===== src/design/rhd_pkg.sv =====
// Shared types and codes of the RTP H.264 depacketizer.
`default_nettype none

package rhd_pkg;

  localparam int LEN_W = 21;
  localparam int QUEUE_DEPTH = 4;

  // result status codes
  localparam logic [2:0] ST_BUSY    = 3'd0;
  localparam logic [2:0] ST_READY   = 3'd1;
  localparam logic [2:0] ST_DROPPED = 3'd2;
  localparam logic [2:0] ST_SHORT   = 3'd3;
  localparam logic [2:0] ST_IGNORED = 3'd4;
  localparam logic [2:0] ST_STORED  = 3'd5;
  localparam logic [2:0] ST_READ    = 3'd6;

  // start code plus NAL header byte
  localparam logic [2:0] UNIT_OPEN_BYTES = 3'd5;

  typedef struct packed {
    logic [2:0]       status;
    logic [LEN_W-1:0] frame_length;
    logic [15:0]      sequence_number;
    logic [31:0]      rtp_timestamp;
    logic [7:0]       nal_type_byte;
  } result_t;

  // one classified item handed from the parser to the store
  typedef struct packed {
    logic             is_read;
    logic             rd_ok;
    logic [19:0]      ridx;
    logic             open;
    logic [2:0]       wr_count;
    logic [LEN_W-1:0] wr_addr;
    logic [7:0]       wr_byte;
    result_t          res;
  } job_t;

endpackage

`default_nettype wire


===== src/design/rhd_queue.sv =====
// Short item queue between the parser and the frame store.
`default_nettype none

module rhd_queue (
  input  wire logic   clk,
  input  wire logic   rst_n,
  input  wire logic   push_valid,
  output logic        push_ready,
  input  wire rhd_pkg::job_t push_job,
  output logic        pop_valid,
  input  wire logic   pop_ready,
  output rhd_pkg::job_t pop_job
);
  import rhd_pkg::*;

  localparam int PW = $clog2(QUEUE_DEPTH);
  localparam int CW = $clog2(QUEUE_DEPTH + 1);

  job_t          slot_r [QUEUE_DEPTH];
  logic [PW-1:0] wptr_r, wptr_nxt;
  logic [PW-1:0] rptr_r, rptr_nxt;
  logic [CW-1:0] cnt_r, cnt_nxt;
  logic          push;
  logic          pop;

  assign push_ready = cnt_r != CW'(QUEUE_DEPTH);
  assign pop_valid  = cnt_r != '0;
  assign pop_job    = slot_r[rptr_r];
  assign push       = push_valid && push_ready;
  assign pop        = pop_valid && pop_ready;

  always_comb begin
    wptr_nxt = wptr_r;
    rptr_nxt = rptr_r;
    cnt_nxt  = cnt_r;
    if (push) begin
      wptr_nxt = (wptr_r == PW'(QUEUE_DEPTH - 1)) ? '0 : wptr_r + PW'(1);
    end
    if (pop) begin
      rptr_nxt = (rptr_r == PW'(QUEUE_DEPTH - 1)) ? '0 : rptr_r + PW'(1);
    end
    if (push && !pop) begin
      cnt_nxt = cnt_r + CW'(1);
    end else if (pop && !push) begin
      cnt_nxt = cnt_r - CW'(1);
    end
  end

  always_ff @(posedge clk) begin
    if (!rst_n) begin
      wptr_r <= '0;
      rptr_r <= '0;
      cnt_r  <= '0;
    end else begin
      wptr_r <= wptr_nxt;
      rptr_r <= rptr_nxt;
      cnt_r  <= cnt_nxt;
    end
  end

  always_ff @(posedge clk) begin
    if (push) begin
      slot_r[wptr_r] <= push_job;
    end
  end

endmodule

`default_nettype wire


===== config.mk =====
export PLATFORM = sky130hd
export DESIGN_NAME = rhd_queue
export DESIGN_NICKNAME = d
export VERILOG_FILES = /design/src/design/rhd_pkg.sv /design/src/design/rhd_queue.sv
export SDC_FILE = /design/constraint.sdc
export NUM_CORES = 1
export LEC_CHECK = 0
export BUFFER_PORTS_ARGS = -buffer_cell sky130_fd_sc_hd__buf_2
export CORE_MARGIN = 4
export CORE_UTILIZATION = 40
export CTS_CLUSTER_SIZE = 40
export DETAILED_ROUTE_END_ITERATION = 12
export GPL_TIMING_DRIVEN = 0
export REMOVE_ABC_BUFFERS = 1
export SLEW_MARGIN = 5
export SYNTH_ARGS = -nofsm -noshare
export SYNTH_HDL_FRONTEND = slang
export SYNTH_SLANG_ARGS = --single-unit

===== constraint.sdc =====
create_clock -name clk -period 8.8 [get_ports clk]
set_input_delay 1.76 -clock clk [delete_from_list [all_inputs] [get_ports clk]]
set_output_delay 1.76 -clock clk [all_outputs]
set_load 0.05 [all_outputs]

==> flow_metrics.tcl, run 1 <==
set metrics [dict create \
    worst-r2r-cell-count 7 \
    hp-class "reg2reg" \
    drt_wl_total_mm 39.3 \
    regToRegSetupSlack_ns 6.33 \
    syn-mean-instance-area_um2 26.4 \
    final.min_clock_period_ns 4.49 \
    yosys_warnings 0 \
    cpPeakStageDelay_ns 0.73 \
    dp.cells 1682 \
    viasPerCell 5.01 \
    cts_buffers 57 \
    ios 276 \
    total_power_mw 7.89 \
    finalMaxSlewViolations 0 \
    postCtsSetupBuffers 0 \
    setup_viol 0 \
    pwr_density_cell_nw_per_um2 325 \
    slew_headroom_pct 58.1 \
    grt.overflow.total 0 \
    drc 0 \
    start_kind "register" \
    area_growth_pct 21.9 \
    initial_utilization_pct 40.6 \
    timing.fmax_mhz 223 \
    grt_max_degree 51 \
    r2r-end "cnt_r[2]" \
    grt_pass1_wl_mm 60.1 \
    detail-route-antenna-nets 0 \
    post_dp_cell_area_um2 22500 \
    ctsHtreeMaxLevel 2 \
    final_layout_size_suffix_gt1_share_pct 46.0 \
    path_max_fanout 30 \
    std_cell_rows 81 \
    final_cells 1785 \
    syn_area_um2 19900 \
    cts_tree "yes" \
    dp_hpwl_mm 24.0 \
    end_kind "output port" \
    grt_antenna_before_repair 5 \
    hold_slack_ns 0.509 \
    cp.required_ns 7.04 \
    cts_sinks 549 \
    design.core.area_um2 49100 \
    worstPathArrival_ns 2.73 \
    holdPathEnd "wptr_r[1]" \
    crit_type "reg2out" \
    rsz0062_at_grt "false" \
    drtIter0Drc 504 \
    cts_hold_buf 0 \
    status "finished, final reports clean" \
    drt_first_pass_iters 4 \
    vias 8941 \
    final_net_count 1223 \
    cts_buffer_depth 3 \
    setup-tns-final_ns 0 \
    hp-start "wptr_r[1]" \
    yosysSeqAreaShare_pct 82.3 \
    wl_per_cell_um 22.0 \
    cts-resized-gates 0 \
    yosysUniqueCellTypes 27 \
    utilization_pct 49.5 \
    clk_latency_ns 0.59 \
    grt_usage_pct 14.7 \
    crit_path_cell_trace "buf_16 > buf_16 > mux4_2 > buf_2" \
    grt_pass1_vias 9626 \
    drv_cap 0 \
    reg2reg_from "cnt_r[0]" \
    cpMostUsedCell "buf_16" \
    hold_violations 0 \
    ys_ff_latch 549 \
    post-place-ws_ns 4.77 \
    worstMarginPinSlew_ns 0.629 \
    routabilityCongestion 0.689 \
    period_share_pct 51.0 \
    dieArea_um2 53500 \
    clock-skew-final_ns 0.0269 \
    cts-root-buf "clkbuf_16" \
    die_w_um 231 \
    slowest_stage "dfxtp_4" \
    portBuffers 275 \
    path_clk_slew_ns 0.06 \
    yosysTopAreaCell "edfxtp_1" \
    yosys.area.top_type_share_pct 81.4 \
    setup_ws_ns 4.31 \
    min_path_cells 2 \
    syn_inst 756 \
    synth.area.top_cells "edfxtp_1, mux4_2, dfxtp_1" \
    die_y_um 231 \
    leakagePower_nw 8.06 \
    peakVddDrop_v 0.000183 \
    final_area_um2 24300 \
]
==> registers in the layout (all words and copies together), names as in the netlist, named ones only <==
name and count:
cnt_r 3, slot_r 540, wptr_r 2, rptr_r 2
==> synthesized netlist by cell type <==
cell type  count
a21boi_0       1
and2_1         1
and2_4         1
and3_2         4
buf_2         15
buf_4          2
buf_6          7
clkbuf_1       7
clkbuf_2       1
dfxtp_1        9
edfxtp_1     540
fa_1           1
ha_1           6
inv_1          3
mux2i_1        2
mux4_2       135
nand2_1        5
nand3_1        2
nand4_1        1
nor2_1         2
nor2b_1        1
o21ai_0        4
o31ai_1        1
or3_2          2
or3b_1         1
xnor2_1        1
xor2_1         1
==> logic make-up after synthesis <==
group / share of synthesized area [%]
flip-flops: 82.3
multiplexers: 15.4
buffers and inverters: 1.06
AND/OR/NAND/NOR: 0.590
adder cells (fa/ha/maj): 0.477
AO/OA/AOI/OAI: 0.176
XOR/XNOR: 0.0879
==> report_power, final <==
group	total, mW	switching (mW)	internal [mW]
Clock	2.37	0.944	1.42
Sequential	3.26	0.0965	3.17
Combinational	2.26	1.56	0.703
==> placed cells by master (no fill, tap or decap), types with 3 or more instances in the layout <==
| cell | n |
|---|---|
| clkbuf_16 | 59 |
| edfxtp_1 | 540 |
| bufinv_16 | 7 |
| buf_12 | 4 |
| clkinv_1 | 11 |
| inv_1 | 3 |
| o21ai_0 | 4 |
| inv_6 | 3 |
| ha_1 | 6 |
| dfxtp_1 | 7 |
| mux4_2 | 135 |
| buf_16 | 15 |
| clkbuf_1 | 13 |
| buf_2 | 275 |
| nand2_1 | 5 |
| clkinv_2 | 8 |
| and3_4 | 4 |
==> critical path: cells and delay by family (launching register included) <==
kind	cells	cell delay, ns
mux	1	0.56
buf+inv	3	0.82
flops	1	0.73
==> per-layer routing <==
layer,vias to the layer above,track usage [%],share of wire (%)
met1,4702,20.0,43
met3,68,4.01,6.2
met5,-,0,0.14
li1,3939,-,-
met4,8,4.42,2.3
met2,224,23.6,49
==> area by class of cell <==
class | instances | area (um2)
Inverter | 3 | 11.3
Fill cell | 4011 | 24700
Sequential cell | 549 | 16400
Clock buffer | 72 | 1530
Multi-Input combinational cell | 172 | 3340
Timing Repair Buffer | 294 | 1870
Tap cell | 664 | 831
Clock inverter | 29 | 318
Antenna cell | 2 | 5.00
==> worst max path at each step <==
stage | slack, ns | end | cells after the start
6_report | 4.31 | pop_job[20] | 4
5_1_grt | 4.07 | pop_job[20] | 4
4_1_cts | 4.15 | pop_job[20] | 4
3_5_place_dp | 4.77 | pop_job[20] | 4
3_3_place_gp | -2.62 | pop_job[4] | 2
2_1_floorplan | 0.54 | pop_job[0] | 1
Power figures use the tool's default switching activity.
==> inputs of run 2 (changes only) <==
--- a/config.mk
+++ b/config.mk
@@ -5,6 +5,7 @@
 export SDC_FILE = /design/constraint.sdc
 export NUM_CORES = 1
 export LEC_CHECK = 0
+export ABC_AREA = 1
 export BUFFER_PORTS_ARGS = -buffer_cell sky130_fd_sc_hd__buf_2
 export CORE_MARGIN = 4
 export CORE_UTILIZATION = 40
==> constraint.sdc (replaced) <==
create_clock -name clk -period 4.18 [get_ports clk]
set_input_delay 0.836 -clock clk [delete_from_list [all_inputs] [get_ports clk]]
set_output_delay 0.836 -clock clk [all_outputs]
set_load 0.05 [all_outputs]
==> flow_metrics.tcl, run 2 <==
set metrics [dict create \
    post-place-ws_ns 1.08 \
    syn_area_um2 20500 \
    slew_headroom_pct 49.2 \
    cpPeakStageDelay_ns 0.49 \
    drv_cap 0 \
    synth_commonest_cells "edfxtp_1, nor2_1, o21ai_0, o22ai_1, o21ai_1" \
    pwr_density_cell_nw_per_um2 728 \
    crit_type "reg2out" \
    utilization_pct 49.0 \
    final_common_cell "edfxtp_1" \
    viasPerCell 5.12 \
    ios 276 \
    dieArea_um2 55000 \
    wl_met2_mm 22.5 \
    die_w_um 234 \
    seq_area_um2 16400 \
    cts_buffer_depth 3 \
    layout_common_cells "edfxtp_1, nor2_1, buf_2" \
    final_cells 2372 \
    cp.required_ns 3.34 \
    finalMaxSlewViolations 0 \
    grt_pass1_wl_mm 68.8 \
    rsz0062_at_grt "false" \
    synth.area.top_cells "edfxtp_1, nor2_1, o21ai_0" \
    yosysUniqueCellTypes 23 \
    std_cell_rows 82 \
    clock-skew-final_ns 0.0127 \
    grt_pass1_vias 11900 \
    vias 12100 \
    grt_antenna_before_repair 9 \
    portBuffers 275 \
    dp.cells 2267 \
    grt_max_degree 159 \
    drtIter0Drc 794 \
    ys_ff_latch 549 \
    largest_register "slot_r" \
    critPathBufInv 3 \
    worstMarginPinSlew_ns 0.761 \
    hp-class "in2reg" \
    leakagePower_nw 8.54 \
    regToRegSetupSlack_ns 1.52 \
    path_clk_slew_ns 0.06 \
    hold_violations 0 \
    reg.largest.list "slot_r (540), cnt_r (3)" \
    final_layout_size_suffix_gt1_share_pct 22.9 \
    end_kind "output port" \
    final_area_um2 24700 \
    syn-mean-instance-area_um2 14.9 \
    status "finished, final reports clean" \
    post_dp_cell_area_um2 23000 \
    yosysMostFrequentCell "edfxtp_1" \
    async_flop_share_pct 0 \
    top_layer_used "met5" \
    cts-resized-gates 0 \
    period_share_pct 88.3 \
    final_net_count 1798 \
    synth-main-ff-cell "edfxtp_1" \
    drt_wl_total_mm 45.9 \
    grt_usage_pct 16.1 \
    cts_buffers 55 \
    setup_viol 0 \
    met1_length_mm 19.4 \
    worstPathArrival_ns 2.85 \
    area_growth_pct 20.4 \
    detail-route-antenna-nets 0 \
    largest_reg_flops 540 \
    drt_first_pass_iters 5 \
    start_kind "register" \
    reg2reg_from "cnt_r[0]" \
    crit_family "buffers and inverters" \
    design.core.area_um2 50400 \
    hp-start "push_job[7]" \
    path_max_fanout 158 \
    total_power_mw 18.0 \
    route.met3.wl_mm 3.07 \
    routabilityCongestion 0.697 \
    die_y_um 234 \
    yosys_warnings 0 \
    ctsHtreeMaxLevel 2 \
    clk_latency_ns 0.58 \
    wl_per_cell_um 19.3 \
    drc 0 \
    multi_input_area_um2 3500 \
    cts_sinks 549 \
    setup_ws_ns 0.490 \
    initial_utilization_pct 40.7 \
    crit_path_cell_trace "inv_12 > buf_16 > o21ai_0 > o22ai_1 > buf_2" \
    fillers 4308 \
    peakVddDrop_v 0.000473 \
    cts_tree "yes" \
    syn_inst 1375 \
    dp_hpwl_mm 27.2 \
    yosysSeqAreaShare_pct 79.9 \
    postCtsSetupBuffers 0 \
    cts-root-buf "clkbuf_16" \
    slowest_stage "dfxtp_4" \
    synth_enable_flop_cells 540 \
    yosys.area.top_type_share_pct 79.1 \
    timing.fmax_mhz 271 \
    cts_hold_buf 0 \
    yosysTopAreaCell "edfxtp_1" \
    final.min_clock_period_ns 3.69 \
    grt.overflow.total 0 \
]
[run 2: changes by cell type in the layout (fill, tap and decap cells not counted), sizes merged, moves of 4 or more]
cell,previous run,this run
diode,2,7
o22ai,0,135
and3,4,0
o21ai,4,272
buf,294,308
mux4,135,0
bufinv,7,3
clkbuf,72,68
inv,6,18
nand2,5,15
clkinv,19,23
nor2,2,285
[run 2: power breakdown]
part / leakage [nW] / total [mW] / internal, mW / switching, mW
Clock: 0.817 / 4.60 / 2.66 / 1.95
Combinational: 2.70 / 6.51 / 1.47 / 5.04
Sequential: 5.02 / 6.87 / 6.69 / 0.181
[run 2: cell families after synthesis]
logic type | share of synthesized area [%]
and+or+nand+nor | 5.61
buffers and inverters | 3.15
DFF | 79.9
AOI/OAI and AO/OA | 10.8
adders and majority gates | 0.464
[run 2: per-stage QoR]
| stage | hold WS (ns) | setup TNS (ns) |
|---|---|---|
| after floorplan | 0.480 | -2139.52 |
| after global placement | 0.498 | -5633.32 |
| after detailed placement | 0.512 | 0 |
| after CTS | 0.414 | 0 |
| after global routing | 0.426 | 0 |
| final | 0.463 | 0 |
[run 2: metal layers]
metal	vias to the layer above	global-route usage (%)
li1	5769	-
met1	6039	20.8
met2	263	27.0
met3	66	5.00
met4	8	4.04
met5	-	0
[run 2: layout make-up]
class | instances | area share (%)
multi-input cells | 721 | 14.2
repair buffers | 308 | 8.79
flip-flops and latches | 549 | 66.4
diodes | 7 | 0.0709
well taps | 672 | 3.40
clock buffers | 68 | 5.94
clock inverters | 30 | 0.887
inverters | 17 | 0.329
[run 2: final timing paths]
path / to / cells past startpoint
worst max-delay path: pop_job[27] / 5
worst min-delay path: slot_r[2][7] / 1
worst max register to register: slot_r[1][63] / 8
worst min register to register: cnt_r[0] / 2
==> inputs of run 3 (changes only) <==
--- a/config.mk
+++ b/config.mk
@@ -5,8 +5,8 @@
 export SDC_FILE = /design/constraint.sdc
 export NUM_CORES = 1
 export LEC_CHECK = 0
-export ABC_AREA = 1
-export BUFFER_PORTS_ARGS = -buffer_cell sky130_fd_sc_hd__buf_2
+export ABC_AREA = 0
+export BUFFER_PORTS_ARGS = -buffer_cell sky130_fd_sc_hd__buf_4
 export CORE_MARGIN = 4
 export CORE_UTILIZATION = 40
 export CTS_CLUSTER_SIZE = 40
==> flow_metrics.tcl, run 3 (synthesis gave the netlist of run 1 again) <==
set metrics [dict create \
    timing.fmax_mhz 263 \
    setup_viol 0 \
    detail-route-antenna-nets 0 \
    grt_pass1_vias 9617 \
    grt_max_degree 46 \
    setup_ws_ns 0.381 \
    utilization_pct 50.9 \
    hp-class "in2reg" \
    dp_hpwl_mm 24.2 \
    largest_reg_flops 540 \
    clock-skew-final_ns 0.0144 \
    final_cells 1782 \
    peakVddDrop_v 0.000397 \
    drtIter0Drc 538 \
    grt_pass1_wl_mm 60.5 \
    cts_hold_buf 0 \
    total_power_mw 17.0 \
    drt_wl_total_mm 39.7 \
    setup-tns-final_ns 0 \
    crit_type "reg2out" \
    std_cell_rows 81 \
    cp.required_ns 3.34 \
    fillers 3907 \
    rsz0062_at_grt "false" \
    grt_usage_pct 14.9 \
    cts-root-buf "clkbuf_16" \
    worstPathArrival_ns 2.96 \
    final.min_clock_period_ns 3.80 \
    hold_slack_ns 0.449 \
    cts_tree "yes" \
    drc 0 \
    dieArea_um2 53500 \
    routabilityCongestion 0.676 \
    viasPerCell 5.03 \
    pwr_density_cell_nw_per_um2 679 \
    wl_per_cell_um 22.3 \
    grt_antenna_before_repair 2 \
    end_kind "output port" \
    path_max_fanout 38 \
    cts_sinks 549 \
    largest_register "slot_r" \
    path_clk_slew_ns 0.06 \
    post_dp_cell_area_um2 23100 \
    post-place-ws_ns 0.621 \
    final_area_um2 25000 \
    start_kind "register" \
    area_growth_pct 25.3 \
    design.core.area_um2 49100 \
    worstMarginPinSlew_ns 0.564 \
    reg.largest.list "slot_r (540), cnt_r (3)" \
    cts-resized-gates 0 \
    drt_first_pass_iters 4 \
    clk_latency_ns 0.58 \
    period_share_pct 90.9 \
    die_w_um 231 \
    status "finished, final reports clean" \
    cts_buffer_depth 3 \
    die_y_um 231 \
    cts_buffers 56 \
    hold_violations 0 \
    slew_headroom_pct 62.1 \
    initial_utilization_pct 40.6 \
    n_antenna_cell 0 \
    portBuffers 275 \
    finalMaxSlewViolations 0 \
    layout_common_cells "edfxtp_1, buf_4, mux4_2" \
    ctsHtreeMaxLevel 2 \
    final_common_cell "edfxtp_1" \
    drv_cap 0 \
    leakagePower_nw 8.28 \
    vias 8966 \
    final_layout_size_suffix_gt1_share_pct 46.0 \
    dp.cells 1681 \
    ios 276 \
    grt.overflow.total 0 \
    final_net_count 1222 \
]
-- run 3: layout make-up --
type | count | area [um2] | share of cell area, %
Inverter | 3 | 11.3 | 0.0451
Multi-Input combinational cell | 172 | 3340 | 13.4
Clock buffer | 71 | 1480 | 5.92
Tap cell | 664 | 831 | 3.33
Sequential cell | 549 | 16400 | 65.7
Timing Repair Buffer | 294 | 2560 | 10.2
Clock inverter | 29 | 349 | 1.40
-- run 3: critical path: stages (launching register included) --
cell	delay (ns)
dfxtp_4	0.61
buf_16	0.31
buf_16	0.32
buf_16	0.31
mux4_2	0.57
buf_4	0.21
-- run 3: where the power goes --
part	switching [mW]	total, mW	internal, mW
clock network	1.96	4.95	2.98
logic	3.34	5.17	1.83
registers	0.183	6.85	6.67
total	5.48	17.0	11.5
-- run 3: routing by layer --
metal  wire, um  share of wire, %  track usage, %
met3       2970               7.5            5.01
met2      19700                50            23.9
met5         27             0.068               0
met4        754               1.9            3.83
met1      16200                41            19.8
-- run 3: path summary, 6_finish.rpt --
check	startpoint	to	slack [ns]	cells after the start
max	register	pop_job[3]	0.38	5
min	push_job[89]	slot_r[2][89]	0.45	1
max reg2reg	cnt_r[1]	cnt_r[2]	1.75	7
min reg2reg	wptr_r[1]	wptr_r[1]	0.51	2
-- run 3: timing repair --
| action | 4_1_cts | 5_1_grt |
|---|---|---|
| endpoints found under the hold margin | 0 | 0 |
| buffers inserted | 1 | 0 |
| setup endpoints to repair | 16 | 0 |
