[config.mk]
export PLATFORM = sky130hd
export DESIGN_NAME = rhd_front
export DESIGN_NICKNAME = d
export VERILOG_FILES = /design/src/design/rhd_pkg.sv /design/src/design/rhd_front.sv
export SDC_FILE = /design/constraint.sdc
export NUM_CORES = 1
export LEC_CHECK = 0
export BUFFER_PORTS_ARGS = -buffer_cell sky130_fd_sc_hd__buf_2
export CORE_ASPECT_RATIO = 1.75
export CORE_MARGIN = 2
export CORE_UTILIZATION = 50
export CTS_BUF_LIST = sky130_fd_sc_hd__clkbuf_4 sky130_fd_sc_hd__clkbuf_8
export CTS_CLUSTER_DIAMETER = 200
export CTS_CLUSTER_SIZE = 28
export DETAILED_ROUTE_END_ITERATION = 10
export PLACE_DENSITY_LB_ADDON = 0.2
export RECOVER_POWER = 25
export REMOVE_ABC_BUFFERS = 1
export SYNTH_ARGS = -nofsm -noshare
export SYNTH_HDL_FRONTEND = slang
export SYNTH_SLANG_ARGS = --single-unit
[constraint.sdc]
create_clock -name clk -period 6.12 [get_ports clk]
set_input_delay 1.224 -clock clk [delete_from_list [all_inputs] [get_ports clk]]
set_output_delay 1.224 -clock clk [all_outputs]
set_load 0.005 [all_outputs]
[src/design/rhd_pkg.sv]
// Shared types and codes of the RTP H.264 depacketizer.
`default_nettype none

package rhd_pkg;

  localparam int LEN_W = 21;
  localparam int QUEUE_DEPTH = 4;

  // result status codes
  localparam logic [2:0] ST_BUSY    = 3'd0;
  localparam logic [2:0] ST_READY   = 3'd1;
  localparam logic [2:0] ST_DROPPED = 3'd2;
  localparam logic [2:0] ST_SHORT   = 3'd3;
  localparam logic [2:0] ST_IGNORED = 3'd4;
  localparam logic [2:0] ST_STORED  = 3'd5;
  localparam logic [2:0] ST_READ    = 3'd6;

  // start code plus NAL header byte
  localparam logic [2:0] UNIT_OPEN_BYTES = 3'd5;

  typedef struct packed {
    logic [2:0]       status;
    logic [LEN_W-1:0] frame_length;
    logic [15:0]      sequence_number;
    logic [31:0]      rtp_timestamp;
    logic [7:0]       nal_type_byte;
  } result_t;

  // one classified item handed from the parser to the store
  typedef struct packed {
    logic             is_read;
    logic             rd_ok;
    logic [19:0]      ridx;
    logic             open;
    logic [2:0]       wr_count;
    logic [LEN_W-1:0] wr_addr;
    logic [7:0]       wr_byte;
    result_t          res;
  } job_t;

endpackage

`default_nettype wire

[src/design/rhd_front.sv]
// Packet parser: header capture, NAL classification and frame bookkeeping.
`default_nettype none

module rhd_front #(
  parameter int FRAME_BYTES = 1048576
) (
  input  wire logic                     clk,
  input  wire logic                     rst_n,
  input  wire logic                     in_valid,
  input  wire logic                     in_cmd,
  input  wire logic [7:0]               in_byte,
  input  wire logic                     in_last,
  input  wire logic [19:0]              in_ridx,
  input  wire logic                     q_ready,
  input  wire logic                     cfg_we,
  input  wire logic [rhd_pkg::LEN_W-1:0] cfg_wdata,
  output rhd_pkg::job_t                 job
);
  import rhd_pkg::*;

  localparam logic [2:0] KIND_NONE     = 3'd0;
  localparam logic [2:0] KIND_SINGLE   = 3'd1;
  localparam logic [2:0] KIND_IGNORE   = 3'd2;
  localparam logic [2:0] KIND_FU_WAIT  = 3'd4;
  localparam logic [2:0] KIND_FU_START = 3'd5;
  localparam logic [2:0] KIND_FU_MID   = 3'd6;
  localparam logic [2:0] KIND_FU_END   = 3'd7;

  localparam logic [15:0] POS_MARK    = 16'd1;
  localparam logic [15:0] POS_SEQ_HI  = 16'd2;
  localparam logic [15:0] POS_SEQ_LO  = 16'd3;
  localparam logic [15:0] POS_TS_HI   = 16'd4;
  localparam logic [15:0] POS_TS_LO   = 16'd7;
  localparam logic [15:0] POS_HDR_END = 16'd11;
  localparam logic [15:0] POS_NAL     = 16'd12;
  localparam logic [15:0] POS_FU_HDR  = 16'd13;
  localparam logic [15:0] POS_MAX     = 16'hFFFF;

  localparam logic [4:0] NAL_SINGLE_MAX = 5'd23;
  localparam logic [4:0] NAL_FU_A       = 5'd28;
  localparam logic [4:0] NAL_FU_B       = 5'd29;

  localparam logic [7:0] HDR_P_SLICE = 8'h61;
  localparam logic [7:0] HDR_IDR     = 8'h65;
  localparam logic [7:0] HDR_SEI     = 8'h06;

  localparam logic [LEN_W-1:0] LIM_RST =
    LEN_W'((FRAME_BYTES < 1048576) ? FRAME_BYTES : 1048576);

  logic [15:0]      pos_r, pos_nxt;
  logic [2:0]       kind_r, kind_nxt;
  logic             pmark_r, pmark_nxt;
  logic [15:0]      pseq_r, pseq_nxt;
  logic [31:0]      pts_r, pts_nxt;
  logic             mark_r, mark_nxt;
  logic [15:0]      seq_r, seq_nxt;
  logic [31:0]      ts_r, ts_nxt;
  logic [7:0]       nal_r, nal_nxt;
  logic [7:0]       uhdr_r, uhdr_nxt;
  logic [LEN_W-1:0] comm_r, comm_nxt;
  logic [LEN_W-1:0] wr_r, wr_nxt;
  logic             ovf_r, ovf_nxt;
  logic             closed_r, closed_nxt;
  logic [LEN_W-1:0] lim_r;

  logic [LEN_W:0]   room;
  logic [2:0]       open_n;
  logic             put_ok;
  logic             wr_gt;
  logic             open_v;
  logic             put_v;
  logic             commit_v;
  logic             fail;
  logic [7:0]       open_hdr;
  logic [7:0]       chdr;
  logic [2:0]       status_v;
  logic             accept;

  assign accept = in_valid && q_ready;

  // bytes of a new unit that still fit below the limit
  assign room = {1'b0, lim_r} - {1'b0, comm_r};
  always_comb begin
    if (room[LEN_W] || room == '0) begin
      open_n = 3'd0;
    end else if (room >= (LEN_W+1)'(UNIT_OPEN_BYTES)) begin
      open_n = UNIT_OPEN_BYTES;
    end else begin
      open_n = room[2:0];
    end
  end

  assign put_ok = !ovf_r && (wr_r < lim_r);
  assign wr_gt  = wr_r > lim_r;

  always_comb begin
    pos_nxt    = pos_r;
    kind_nxt   = kind_r;
    pmark_nxt  = pmark_r;
    pseq_nxt   = pseq_r;
    pts_nxt    = pts_r;
    mark_nxt   = mark_r;
    seq_nxt    = seq_r;
    ts_nxt     = ts_r;
    nal_nxt    = nal_r;
    uhdr_nxt   = uhdr_r;
    comm_nxt   = comm_r;
    wr_nxt     = wr_r;
    ovf_nxt    = ovf_r;
    closed_nxt = closed_r;
    open_v     = 1'b0;
    put_v      = 1'b0;
    commit_v   = 1'b0;
    fail       = 1'b0;
    open_hdr   = in_byte;
    chdr       = nal_r;
    status_v   = ST_BUSY;
    job        = '0;

    if (in_cmd) begin
      status_v  = ST_READ;
      job.is_read = 1'b1;
      job.rd_ok   = 32'(in_ridx) < 32'(FRAME_BYTES);
      job.ridx    = in_ridx;
    end else begin
      if (pos_r == '0) begin
        kind_nxt = KIND_NONE;
      end

      if (pos_r == POS_MARK) begin
        pmark_nxt = in_byte[7];
      end else if (pos_r == POS_SEQ_HI || pos_r == POS_SEQ_LO) begin
        pseq_nxt = {pseq_r[7:0], in_byte};
      end else if (pos_r >= POS_TS_HI && pos_r <= POS_TS_LO) begin
        pts_nxt = {pts_r[23:0], in_byte};
      end else if (pos_r == POS_HDR_END) begin
        seq_nxt  = pseq_r;
        ts_nxt   = pts_r;
        mark_nxt = pmark_r;
        // a closed frame is released when the next packet header completes
        if (closed_r) begin
          closed_nxt = 1'b0;
          comm_nxt   = '0;
          wr_nxt     = '0;
          ovf_nxt    = 1'b0;
        end
      end else if (pos_r == POS_NAL) begin
        nal_nxt = in_byte;
        if (in_byte[4:0] <= NAL_SINGLE_MAX) begin
          kind_nxt = KIND_SINGLE;
          open_v   = 1'b1;
          open_hdr = in_byte;
        end else if (in_byte[4:0] == NAL_FU_A || in_byte[4:0] == NAL_FU_B) begin
          kind_nxt = KIND_FU_WAIT;
        end else begin
          kind_nxt = KIND_IGNORE;
        end
      end else if (pos_r >= POS_FU_HDR) begin
        if (kind_r == KIND_FU_WAIT) begin
          if (in_byte[7]) begin
            kind_nxt = KIND_FU_START;
            uhdr_nxt = {nal_r[7:5], in_byte[4:0]};
            open_v   = 1'b1;
            open_hdr = {nal_r[7:5], in_byte[4:0]};
          end else if (in_byte[6]) begin
            kind_nxt = KIND_FU_END;
          end else if (!mark_r) begin
            kind_nxt = KIND_FU_MID;
          end else begin
            kind_nxt = KIND_IGNORE;
          end
        end else if (kind_r == KIND_SINGLE || kind_r == KIND_FU_START ||
                     kind_r == KIND_FU_MID || kind_r == KIND_FU_END) begin
          put_v = 1'b1;
        end
      end

      if (open_v) begin
        job.open     = 1'b1;
        job.wr_count = open_n;
        job.wr_addr  = comm_r;
        job.wr_byte  = open_hdr;
        wr_nxt       = comm_r + LEN_W'(open_n);
        ovf_nxt      = open_n != UNIT_OPEN_BYTES;
      end else if (put_v) begin
        job.wr_count = {2'b00, put_ok};
        job.wr_addr  = wr_r;
        job.wr_byte  = in_byte;
        wr_nxt       = wr_r + LEN_W'(put_ok);
        ovf_nxt      = !put_ok;
      end

      if (in_last) begin
        pos_nxt = '0;
        if (pos_r < POS_HDR_END) begin
          status_v = ST_SHORT;
        end else if (kind_nxt == KIND_SINGLE) begin
          commit_v = 1'b1;
          chdr     = nal_nxt;
        end else if (kind_nxt == KIND_FU_END) begin
          commit_v = 1'b1;
          chdr     = uhdr_nxt;
        end else if (kind_nxt == KIND_FU_START || kind_nxt == KIND_FU_MID) begin
          status_v = ST_BUSY;
        end else begin
          status_v = ST_IGNORED;
        end
      end else if (pos_r != POS_MAX) begin
        pos_nxt = pos_r + 16'd1;
      end

      if (commit_v) begin
        // a byte written this item keeps the total within the limit
        fail = ovf_nxt || (!open_v && !put_v && wr_gt);
        if (fail) begin
          closed_nxt = 1'b1;
          status_v   = ST_DROPPED;
        end else begin
          comm_nxt = wr_nxt;
          if (chdr == HDR_P_SLICE || chdr == HDR_IDR || chdr == HDR_SEI) begin
            closed_nxt = 1'b1;
            status_v   = ST_READY;
          end else begin
            status_v = ST_STORED;
          end
        end
        wr_nxt  = fail ? comm_r : wr_nxt;
        ovf_nxt = 1'b0;
      end
    end

    job.res.status          = status_v;
    job.res.frame_length    = comm_nxt;
    job.res.sequence_number = seq_nxt;
    job.res.rtp_timestamp   = ts_nxt;
    job.res.nal_type_byte   = (kind_nxt == KIND_SINGLE) ? nal_nxt : uhdr_nxt;
  end

  always_ff @(posedge clk) begin
    if (!rst_n) begin
      pos_r    <= '0;
      kind_r   <= KIND_NONE;
      pmark_r  <= 1'b0;
      pseq_r   <= '0;
      pts_r    <= '0;
      mark_r   <= 1'b0;
      seq_r    <= '0;
      ts_r     <= '0;
      nal_r    <= '0;
      uhdr_r   <= '0;
      comm_r   <= '0;
      wr_r     <= '0;
      ovf_r    <= 1'b0;
      closed_r <= 1'b0;
    end else if (accept) begin
      pos_r    <= pos_nxt;
      kind_r   <= kind_nxt;
      pmark_r  <= pmark_nxt;
      pseq_r   <= pseq_nxt;
      pts_r    <= pts_nxt;
      mark_r   <= mark_nxt;
      seq_r    <= seq_nxt;
      ts_r     <= ts_nxt;
      nal_r    <= nal_nxt;
      uhdr_r   <= uhdr_nxt;
      comm_r   <= comm_nxt;
      wr_r     <= wr_nxt;
      ovf_r    <= ovf_nxt;
      closed_r <= closed_nxt;
    end
  end

  // hold the effective limit: the written value capped at the store size
  always_ff @(posedge clk) begin
    if (!rst_n) begin
      lim_r <= LIM_RST;
    end else if (cfg_we) begin
      if (32'(cfg_wdata) > 32'(FRAME_BYTES)) begin
        lim_r <= LEN_W'(FRAME_BYTES);
      end else begin
        lim_r <= cfg_wdata;
      end
    end
  end

endmodule

`default_nettype wire

==> flow_summary.yaml, run 1 <==
run_status:
  outcome: "finished, violations left"
  violations: "capacitance limit, slew limit, setup timing"
yosys:
  synth-seq-cells: 198
  avgSynthCellArea_um2: 7.610
  seq_area_frac_synth: 0.2902
  synth_cells: 1795
  ys_types: 95
  synth.cell_area_um2: 13660
  ys_warn_count: 0
  synth-main-ff-cell: "dfxtp_1"
  synth-edff-count: 0
  synthArstFlopShare: 0
worst_setup_path:
  cp_cell_sequence: "inv_2, ha_4, buf_4, a311oi_4, a21oi_4, or3_4, a2111oi_4, nand4_1, nand4b_4, or3_4, buf_4, fa_2, a2111o_1, and3_4, o41ai_4, a22o_1, buf_2"
  crit_start: "comm_r[4]"
  start_kind: "flop"
  path_class: "flop to primary output"
  regToRegSetupSlack_ns: 1.00
  crit_path_max_incr_delay_ns: 0.43
  crit_path_end_kind: "primary output"
  required_ns: 4.90
  cp_slowest_cell: "a2111o_1"
  crit_fanout: 5
  cp_data_arrival_time_ns: 5.13
  r2r-end: "wr_r[6]"
  r2r-start: "comm_r[4]"
  ff2ff_path_depth: 17
sta:
  grt_setup_unrepaired: "true"
  slew_violations: 193
  min_period_over_period: 1.038
  fmax_mhz: 157.4
  finalHoldViolations: 0
  finalCriticalPeriod_ns: 6.353
  setup_ws_ns: -0.2332
  whs_ns: 0.4560
  setup_viol: 19
  fin_worst_skew_ns: 0.01204
  timing.slew.headroom: -0.4036
  tightest_slew_ns: 2.104
global_route:
  grt.overflow.total: 0
  grt_max_degree: 81
  grt.total_usage: 0.3766
  grt_pass1_vias: 14850
  antenna_found_initial: 1
  grt_pass1_wl_um: 82510
drt:
  wl_per_cell_um: 22.65
  drt-initial-drc-count: 870
  dr.pass1.iters: 5
  vias: 15130
  drc: 0
  wirelength_um: 54720
  viasPerCell: 6.261
  drtAntennaViolNets: 0
min_path:
  hp-start: "pseq_r[15]"
  holdPathStages: 2
  whs_endpoint: "pseq_r[15]"
  hold_class: "flop to flop"
final_layout:
  area_delta_synth_final_pct: 27.77
  stdcell_area_um2: 17450
  finalNetCount: 2182
  stdcell_count: 2416
  drive_gt1_frac: 0.3033
  layout.cells.most_common: "nand2_1"
  mostFrequentLayoutCells: "nand2_1 (274), buf_2 (187), dfxtp_1 (178)"
floorplanning:
  dieArea_um2: 28710
  ios: 191
  fp.dieH_um: 222.7
  coreArea_um2: 27030
  start_util: 0.5054
  rows: 80
  die_x_um: 128.9
clocking:
  clk_pin_slew_ns: 0.11
  cts_tree: "done"
  clockBufferDepth: 2
  cts-htree-levels: 4
  cts_root_buf: "clkbuf_8"
  cts_buffers: 17
  clock_latency_ns: 0.52
  clkSinkCount: 198
power_and_ir_drop:
  peakVddDrop_mv: 0.2241
  design_power_total_uw: 2973
  seqPwrFrac: 0.447
  p_leak_uw: 0.007186
  p_clk_frac: 0.305
  pwr-share-comb: 0.248
  switchingPower_uw: 1003
  power_density_nw_per_um2: 170.4
  p_sw_frac: 0.3373
  internal_power_uw: 1970
placement:
  place_inst: 2342
  dp_hpwl_um: 39910
  place_ws_ns: -0.7483
  place_congestion: 1.097
  post_dp_cell_area_um2: 15730
  io_buffer_count: 190
job:
  drv_cap: 4
==> layer usage <==
| metal | global-route usage | routed length, um | part of all wire |
|---|---|---|---|
| met3 | 0.08452 | 3889 | 0.071 |
| met4 | 0.3012 | 5026 | 0.092 |
| met1 | 0.3817 | 18250 | 0.33 |
| met5 | 0 | 0 | 0 |
| met2 | 0.6505 | 27550 | 0.50 |
==> power groups by stage <==
stage	Clock (uW)	Sequential [uW]	Combinational, uW
2_1_floorplan	0	1350	322
3_3_place_gp	0	1350	605
3_5_place_dp	0	1350	605
4_1_cts	919	1330	683
5_1_grt	961	1330	776
6_report	908	1330	736
==> per-stage QoR <==
step | setup TNS [ns] | utilization
6_report | -2.700 | 0.6458
5_1_grt | -5.085 | 0.6458
4_1_cts | -2.596 | 0.6315
3_5_place_dp | -11.06 | 0.5822
3_3_place_gp | -11.75 | 0.5822
2_1_floorplan | -0.04891 | -
==> state kept, by name, summed over array words and instances (netlist names), 3 cells and up <==
register / cells
pts_r: 32
ts_r: 32
comm_r: 21
lim_r: 21
wr_r: 21
pos_r: 16
pseq_r: 16
seq_r: 16
nal_r: 8
uhdr_r: 8
kind_r: 3
==> timing repair <==
item | 4_1_cts | 5_1_grt
setup buffers | 29 | 13
endpoints found under the setup margin | 21 | 20
resized for setup | 149 | 54
gates cloned | 1 | 1
pin swaps | 67 | 40
hold buffers | 0 | 0
==> final cells by class <==
type | instances | area (um2)
timing repair buffer | 388 | 2534
fill | 2424 | 9573
clock buffer | 17 | 234.0
multi-input combinational | 1398 | 9826
inverter | 71 | 272.8
clock inverter | 15 | 182.7
sequential | 198 | 3991
tap | 328 | 410.4
antenna | 1 | 2.502
==> how the worst max path moves through the flow <==
stage / to / slack (ns) / cells after the start
after floorplan: job[76] / -0.05 / 14
after global placement: job[60] / -0.84 / 24
after detailed placement: job[60] / -0.75 / 24
after CTS: job[73] / -0.23 / 24
after global routing: job[73] / -0.35 / 24
final: job[76] / -0.23 / 17
==> logic make-up (layout without fill, tap and decap cells) <==
logic type      after synthesis  count (layout)  synth area share
simple gates                718             718            0.2437
fa+ha+maj                    52              52           0.04873
other cells                   0               1                 0
compound gates              467             467            0.2363
buf+inv                     199             491           0.05743
mux                         136             136            0.1075
xor+xnor                     25              25           0.01603
flops                       198             198            0.2902
==> synthesized netlist by cell type, types with 7 or more instances <==
master     instances  share of area
a211oi_1          25          0.014
a31oi_1            7         0.0032
o31a_1             7         0.0045
o21ai_0           74          0.027
o31ai_1           13         0.0071
buf_2              8         0.0029
nand4_1           27          0.012
o211ai_1          20          0.011
nor2_1           180          0.049
and3_1            23          0.011
inv_1             68          0.019
o22ai_1            9         0.0041
a21oi_1          149          0.055
a2bb2oi_1         20          0.013
buf_4              7         0.0038
ha_1              50          0.046
xnor2_1           12         0.0077
nor4_1            17         0.0078
dfxtp_1          198           0.29
nand2b_1          10         0.0046
nand2_1          277          0.076
mux2i_1           80          0.059
nor2b_1            7         0.0032
a221oi_1          10         0.0064
clkbuf_1          97          0.027
nand3_1           59          0.022
buf_1             15         0.0041
a22o_1             7         0.0045
or3_1             22          0.010
a21o_1            15         0.0082
a32oi_1           10         0.0064
o221ai_1          12         0.0077
xor2_1            13         0.0083
and2_1            35          0.016
nor3_1            27         0.0099
mux2_2            51          0.042
o21a_1             8         0.0044
==> critical path: cells and delay by family, from the launching register on <==
kind	cells	cell delay, ns
adders and majority gates	2	0.63
buffers and inverters	4	0.51
DFF	1	0.35
and+or+nand+nor	5	1.45
AOI/OAI and AO/OA	6	1.68
Power figures use the tool's default switching activity.
==> run 2: changes to the inputs <==
--- a/config.mk
+++ b/config.mk
@@ -6,9 +6,10 @@
 export NUM_CORES = 1
 export LEC_CHECK = 0
 export BUFFER_PORTS_ARGS = -buffer_cell sky130_fd_sc_hd__buf_2
+export CAP_MARGIN = 20
 export CORE_ASPECT_RATIO = 1.75
 export CORE_MARGIN = 2
-export CORE_UTILIZATION = 50
+export CORE_UTILIZATION = 40
 export CTS_BUF_LIST = sky130_fd_sc_hd__clkbuf_4 sky130_fd_sc_hd__clkbuf_8
 export CTS_CLUSTER_DIAMETER = 200
 export CTS_CLUSTER_SIZE = 28
@@ -16,6 +17,7 @@
 export PLACE_DENSITY_LB_ADDON = 0.2
 export RECOVER_POWER = 25
 export REMOVE_ABC_BUFFERS = 1
+export SLEW_MARGIN = 20
 export SYNTH_ARGS = -nofsm -noshare
 export SYNTH_HDL_FRONTEND = slang
 export SYNTH_SLANG_ARGS = --single-unit
==> run 2 against run 1 <==
- the flow still finishes with violations (capacitance limit, slew limit, setup timing)
- total power is 1.3% lower
- worst hold slack improved by 0.0041 ns
- flip-flop and latch count did not move
- wire length increased by 0.57%
- critical endpoint is now job[63]
==> flow_summary.yaml, run 2 (synthesis gave the netlist of run 1 again) <==
run_status:
  outcome: "finished, violations left"
  violations: "capacitance limit, slew limit, setup timing"
final_layout:
  fillers: 3329
  layout.cells.most_common: "nand2_1"
  reg_top3: "pts_r (32), ts_r (32)"
  area_delta_synth_final_pct: 28.10
  mostFrequentLayoutCells: "nand2_1 (276), buf_4 (195), buf_2 (189)"
  finalNetCount: 2199
  drive_gt1_frac: 0.2961
floorplanning:
  ios: 191
  die_x_um: 143.7
  dieArea_um2: 35700
  coreArea_um2: 33740
  rows: 89
  start_util: 0.4048
  fp.dieH_um: 248.5
job:
  drv_cap: 3
power_and_ir_drop:
  p_leak_uw: 0.007209
  design_power_total_uw: 2933
  peakVddDrop_mv: 0.2270
  power_density_nw_per_um2: 167.6
global_route:
  grt_pass1_vias: 14780
  grt_max_degree: 75
  grt.overflow.total: 0
  antenna_found_initial: 1
  grt.total_usage: 0.3011
  grt_pass1_wl_um: 82570
sta:
  tightest_slew_ns: 1.611
  fin_worst_skew_ns: 0.02423
  slew_violations: 168
  finalCriticalPeriod_ns: 6.396
  finalHoldViolations: 0
  min_period_over_period: 1.045
  timing.slew.headroom: -0.07455
  grt_setup_unrepaired: "true"
  setup_viol: 18
  setup_ws_ns: -0.2761
  fmax_mhz: 156.3
clocking:
  clk_pin_slew_ns: 0.12
  cts_tree: "done"
  clock_latency_ns: 0.54
  clockBufferDepth: 2
  clkSinkCount: 198
  cts-htree-levels: 4
  cts_root_buf: "clkbuf_8"
  cts_buffers: 17
  cts_hold_buf: 0
drt:
  viasPerCell: 5.846
  drt-initial-drc-count: 922
  dr.pass1.iters: 5
  vias: 14970
  wirelength_um: 55030
  wl_per_cell_um: 21.49
  drtAntennaViolNets: 0
  drc: 0
min_path:
  hold_class: "flop to flop"
worst_setup_path:
  cp_cell_sequence: "inv_2, ha_4, buf_6, a311oi_4, buf_4, a21oi_4, or3_4, a2111oi_4, nand4_1, nand4b_4, or3_4, inv_4, ha_4, a21oi_4, nor2_2, nand2_2, a21oi_4, buf_4, o31ai_4, or3_1, nand4_1, buf_2"
  crit_path_end_kind: "primary output"
  cp_slowest_cell: "or3_4"
  cp_data_arrival_time_ns: 5.17
  required_ns: 4.90
  path_class: "flop to primary output"
  crit_path_max_incr_delay_ns: 0.43
  start_kind: "flop"
  cp_common_cell: "a21oi_4"
  crit_fanout: 5
placement:
  place_ws_ns: -0.5008
  io_buffer_count: 190
  place_congestion: 0.9909
  dp_hpwl_um: 40690
## run 2: cell types whose count changed in the layout (fill, tap and decap cells not counted), sizes merged
cell,delta
bufinv,-1
clkinvlp,-2
clkbuf,-5
buf,+22
clkinv,+1
inv,+2
## run 2: worst paths after layout
kind	start	endpoint	slack [ns]	depth (start not counted)
worst max-delay path	comm_r[4]	job[63]	-0.28	22
worst min-delay path	pseq_r[12]	pseq_r[12]	0.46	2
worst max register to register	comm_r[4]	wr_r[4]	1.30	19
worst min register to register	pseq_r[12]	pseq_r[12]	0.46	2
## run 2: worst max-delay path: cells and delay by family, from the launching register on
family                     cells  cell delay, ns
buffers and inverters          6            0.81
DFF                            1            0.35
and+or+nand+nor                8            1.69
adders and majority gates      2            0.41
AOI/OAI and AO/OA              6            1.38
## run 2: routing by layer
metal,global-route usage,wire length [um],up-vias
met5,0,0,-
met3,0.05912,3495,215
li1,-,-,7046
met2,0.5446,28550,614
met4,0.2199,4006,0
met1,0.2974,18980,7091
## run 2: area by class of cell
type,count,area [um2],share of cell area
multi-input combinational,1398,9633,0.5505
sequential,198,3978,0.2273
timing repair buffer,405,2633,0.1504
tap,455,569.3,0.03253
inverter,71,275.3,0.01573
clock buffer,17,234.0,0.01337
clock inverter,15,173.9,0.009939
antenna,1,2.502,0.0001430
## run 2: power by group
group	total [uW]	switching [uW]	internal [uW]
Combinational	704	395	309
Clock	901	586	316
Sequential	1330	20.6	1310
Total	2930	1000	1930
## run 2: repair_timing
item,CTS,global route
setup buffers,28,14
resized for setup,112,39
endpoints found under the setup margin,20,20
pin swaps,58,27
## run 2: through the flow
| step | hold slack [ns] | setup TNS, ns | instances | area, um2 | utilization |
|---|---|---|---|---|---|
| global placement | 0.4381 | -4.941 | 2488 | 16030 | 0.4752 |
| global route | 0.4753 | -7.837 | 2560 | 17500 | 0.5186 |
| CTS | 0.4607 | -2.123 | 2547 | 17230 | 0.5107 |
| finish | 0.4600 | -3.205 | 2560 | 17500 | 0.5186 |
| floorplan | 0.4284 | -0.04891 | 1667 | 13140 | - |
| detailed placement | 0.4449 | -4.997 | 2488 | 16040 | 0.4753 |
==> run 3: changes to the inputs <==
--- a/config.mk
+++ b/config.mk
@@ -15,9 +15,7 @@
 export CTS_CLUSTER_SIZE = 28
 export DETAILED_ROUTE_END_ITERATION = 10
 export PLACE_DENSITY_LB_ADDON = 0.2
-export RECOVER_POWER = 25
 export REMOVE_ABC_BUFFERS = 1
-export SLEW_MARGIN = 20
 export SYNTH_ARGS = -nofsm -noshare
 export SYNTH_HDL_FRONTEND = slang
 export SYNTH_SLANG_ARGS = --single-unit
==> run 3 against run 2 <==
- the run ends with setup timing left
- utilization decreased by 0.082 points
- clock power shrank 0.8%
- critical path depth unchanged
- sequential power is essentially flat
- total power decreased by 0.94%
- die area did not move
- largest power group unchanged
==> flow_summary.yaml, run 3 (synthesis gave the netlist of run 1 again) <==
worst_setup_path:
  regToRegSetupSlack_ns: 0.96
  required_ns: 4.90
  crit_path_end_kind: "primary output"
  cp_data_arrival_time_ns: 5.21
  crit_fanout: 4
  endpoint: "job[76]"
  start_kind: "flop"
  path_class: "flop to primary output"
  crit_start: "comm_r[3]"
  ff2ff_path_depth: 26
  r2r-start: "comm_r[3]"
  r2r-end: "wr_r[4]"
floorplanning:
  rows: 89
  ios: 191
  fp.dieH_um: 248.5
  die_x_um: 143.7
  coreArea_um2: 33740
  dieArea_um2: 35700
  start_util: 0.4048
sta:
  finalHoldViolations: 0
  tightest_slew_ns: 0.9620
  grt_setup_unrepaired: "true"
  timing.slew.headroom: 0.3544
  finalCriticalPeriod_ns: 6.433
  setup_ws_ns: -0.3133
  fmax_mhz: 155.4
  min_period_over_period: 1.051
  slew_violations: 0
  fin_worst_skew_ns: 0.01890
  tns_ns: -3.819
  setup_viol: 19
power_and_ir_drop:
  peakVddDrop_mv: 0.1844
  switchingPower_uw: 987.2
  power_density_nw_per_um2: 166.3
  p_leak_uw: 0.007186
  p_sw_frac: 0.3398
  p_clk_frac: 0.308
  pwr-share-comb: 0.235
  seqPwrFrac: 0.457
  internal_power_uw: 1918
placement:
  place_inst: 2489
  post_dp_cell_area_um2: 16040
  place_congestion: 0.9909
  place_ws_ns: -0.4993
  io_buffer_count: 190
  dp_hpwl_um: 40780
run_status:
  outcome: "finished, violations left"
  violations: "setup timing"
job:
  drv_cap: 0
min_path:
  hold_class: "flop to flop"
final_layout:
  seq_area_um2: 3978
  drive_gt1_frac: 0.2980
  reg_top3: "pts_r (32), ts_r (32)"
  finalNetCount: 2189
  stdcell_count: 2550
  multi_input_area_um2: 9654
  mostFrequentLayoutCells: "nand2_1 (276), buf_2 (189), buf_4 (189)"
  area_delta_synth_final_pct: 27.90
  fillers: 3313
  layout.cells.most_common: "nand2_1"
  stdcell_area_um2: 17470
global_route:
  grt.total_usage: 0.3005
  grt_max_degree: 75
  grt_pass1_wl_um: 82820
  antenna_found_initial: 1
  grt_pass1_vias: 14930
  grt.overflow.total: 0
clocking:
  clk_pin_slew_ns: 0.12
  clkSinkCount: 198
  cts_root_buf: "clkbuf_8"
  clockBufferDepth: 2
  clock_latency_ns: 0.51
  cts_hold_buf: 0
  cts_tree: "done"
  cts_buffers: 17
  cts-htree-levels: 4
drt:
  drc: 0
  drtAntennaViolNets: 0
  wirelength_um: 54590
  drt-initial-drc-count: 937
  dr.pass1.iters: 5
  wl_per_cell_um: 21.41
  vias: 14980
  viasPerCell: 5.875
[run 3: changes by cell type in the layout (fill, tap and decap cells not counted), sizes merged]
| cell | delta |
|---|---|
| buf | -5 |
| clkinvlp | -1 |
| inv | +2 |
| clkinv | -1 |
| clkbuf | -5 |
[run 3: per-stage QoR]
step	hold WS [ns]	total power, uW	util
2_1_floorplan	0.4284	1675	-
4_1_cts	0.4613	2909	0.5086
6_report	0.4602	2906	0.5178
3_5_place_dp	0.4448	1959	0.4754
3_3_place_gp	0.4381	1957	0.4752
5_1_grt	0.4771	3024	0.5178
[run 3: final cells by class]
type	instances	share of cell area
Clock buffer	17	0.01339
Clock inverter	15	0.009955
Inverter	71	0.01561
Timing Repair Buffer	395	0.1480
Multi-Input combinational cell	1398	0.5526
Sequential cell	198	0.2277
Tap cell	455	0.03259
Antenna cell	1	0.0001432
[run 3: worst min path at each step]
stage            endpoint        from  cells past startpoint
2_1_floorplan  pseq_r[10]  pseq_r[10]                      2
3_3_place_gp   pseq_r[12]  pseq_r[12]                      2
3_5_place_dp    pts_r[25]   pts_r[25]                      2
4_1_cts         pts_r[25]   pts_r[25]                      2
5_1_grt         pts_r[31]   pts_r[31]                      2
6_report        pts_r[25]   pts_r[25]                      2
[run 3: what timing repair did]
action | CTS | global route
resized for setup | 113 | 43
pin swaps | 58 | 50
endpoints found under the setup margin | 20 | 20
cloned | 0 | 0
buffers inserted | 22 | 13
[run 3: critical path, cell delays in order (launching register included)]
cell,delay [ns]
dfxtp_2,0.34
inv_1,0.09
ha_4,0.23
buf_4,0.16
o211a_4,0.24
o31a_1,0.13
o211ai_1,0.46
nand3_1,0.21
xor2_2,0.22
nor4_4,0.05
buf_4,0.16
nand4b_4,0.12
buf_6,0.12
nor2_4,0.03
nor2_2,0.16
ha_2,0.22
inv_1,0.05
fa_2,0.39
or3_4,0.43
and3_4,0.21
o41ai_4,0.24
a22o_1,0.29
buf_2,0.15
[run 3: power groups by stage]
stage	combinational, uW	sequential [uW]	clock, uW
after floorplan	322	1350	0
after global placement	603	1350	0
after detailed placement	605	1350	0
after CTS	664	1330	918
after global routing	731	1330	962
final	683	1330	894
[run 3: routing by layer]
layer | track usage | vias to the layer above | share of wire
li1 | - | 7029 | -
met3 | 0.05835 | 238 | 0.060
met1 | 0.2979 | 7074 | 0.34
met4 | 0.2221 | 0 | 0.081
met5 | 0 | - | 0
met2 | 0.5414 | 639 | 0.51
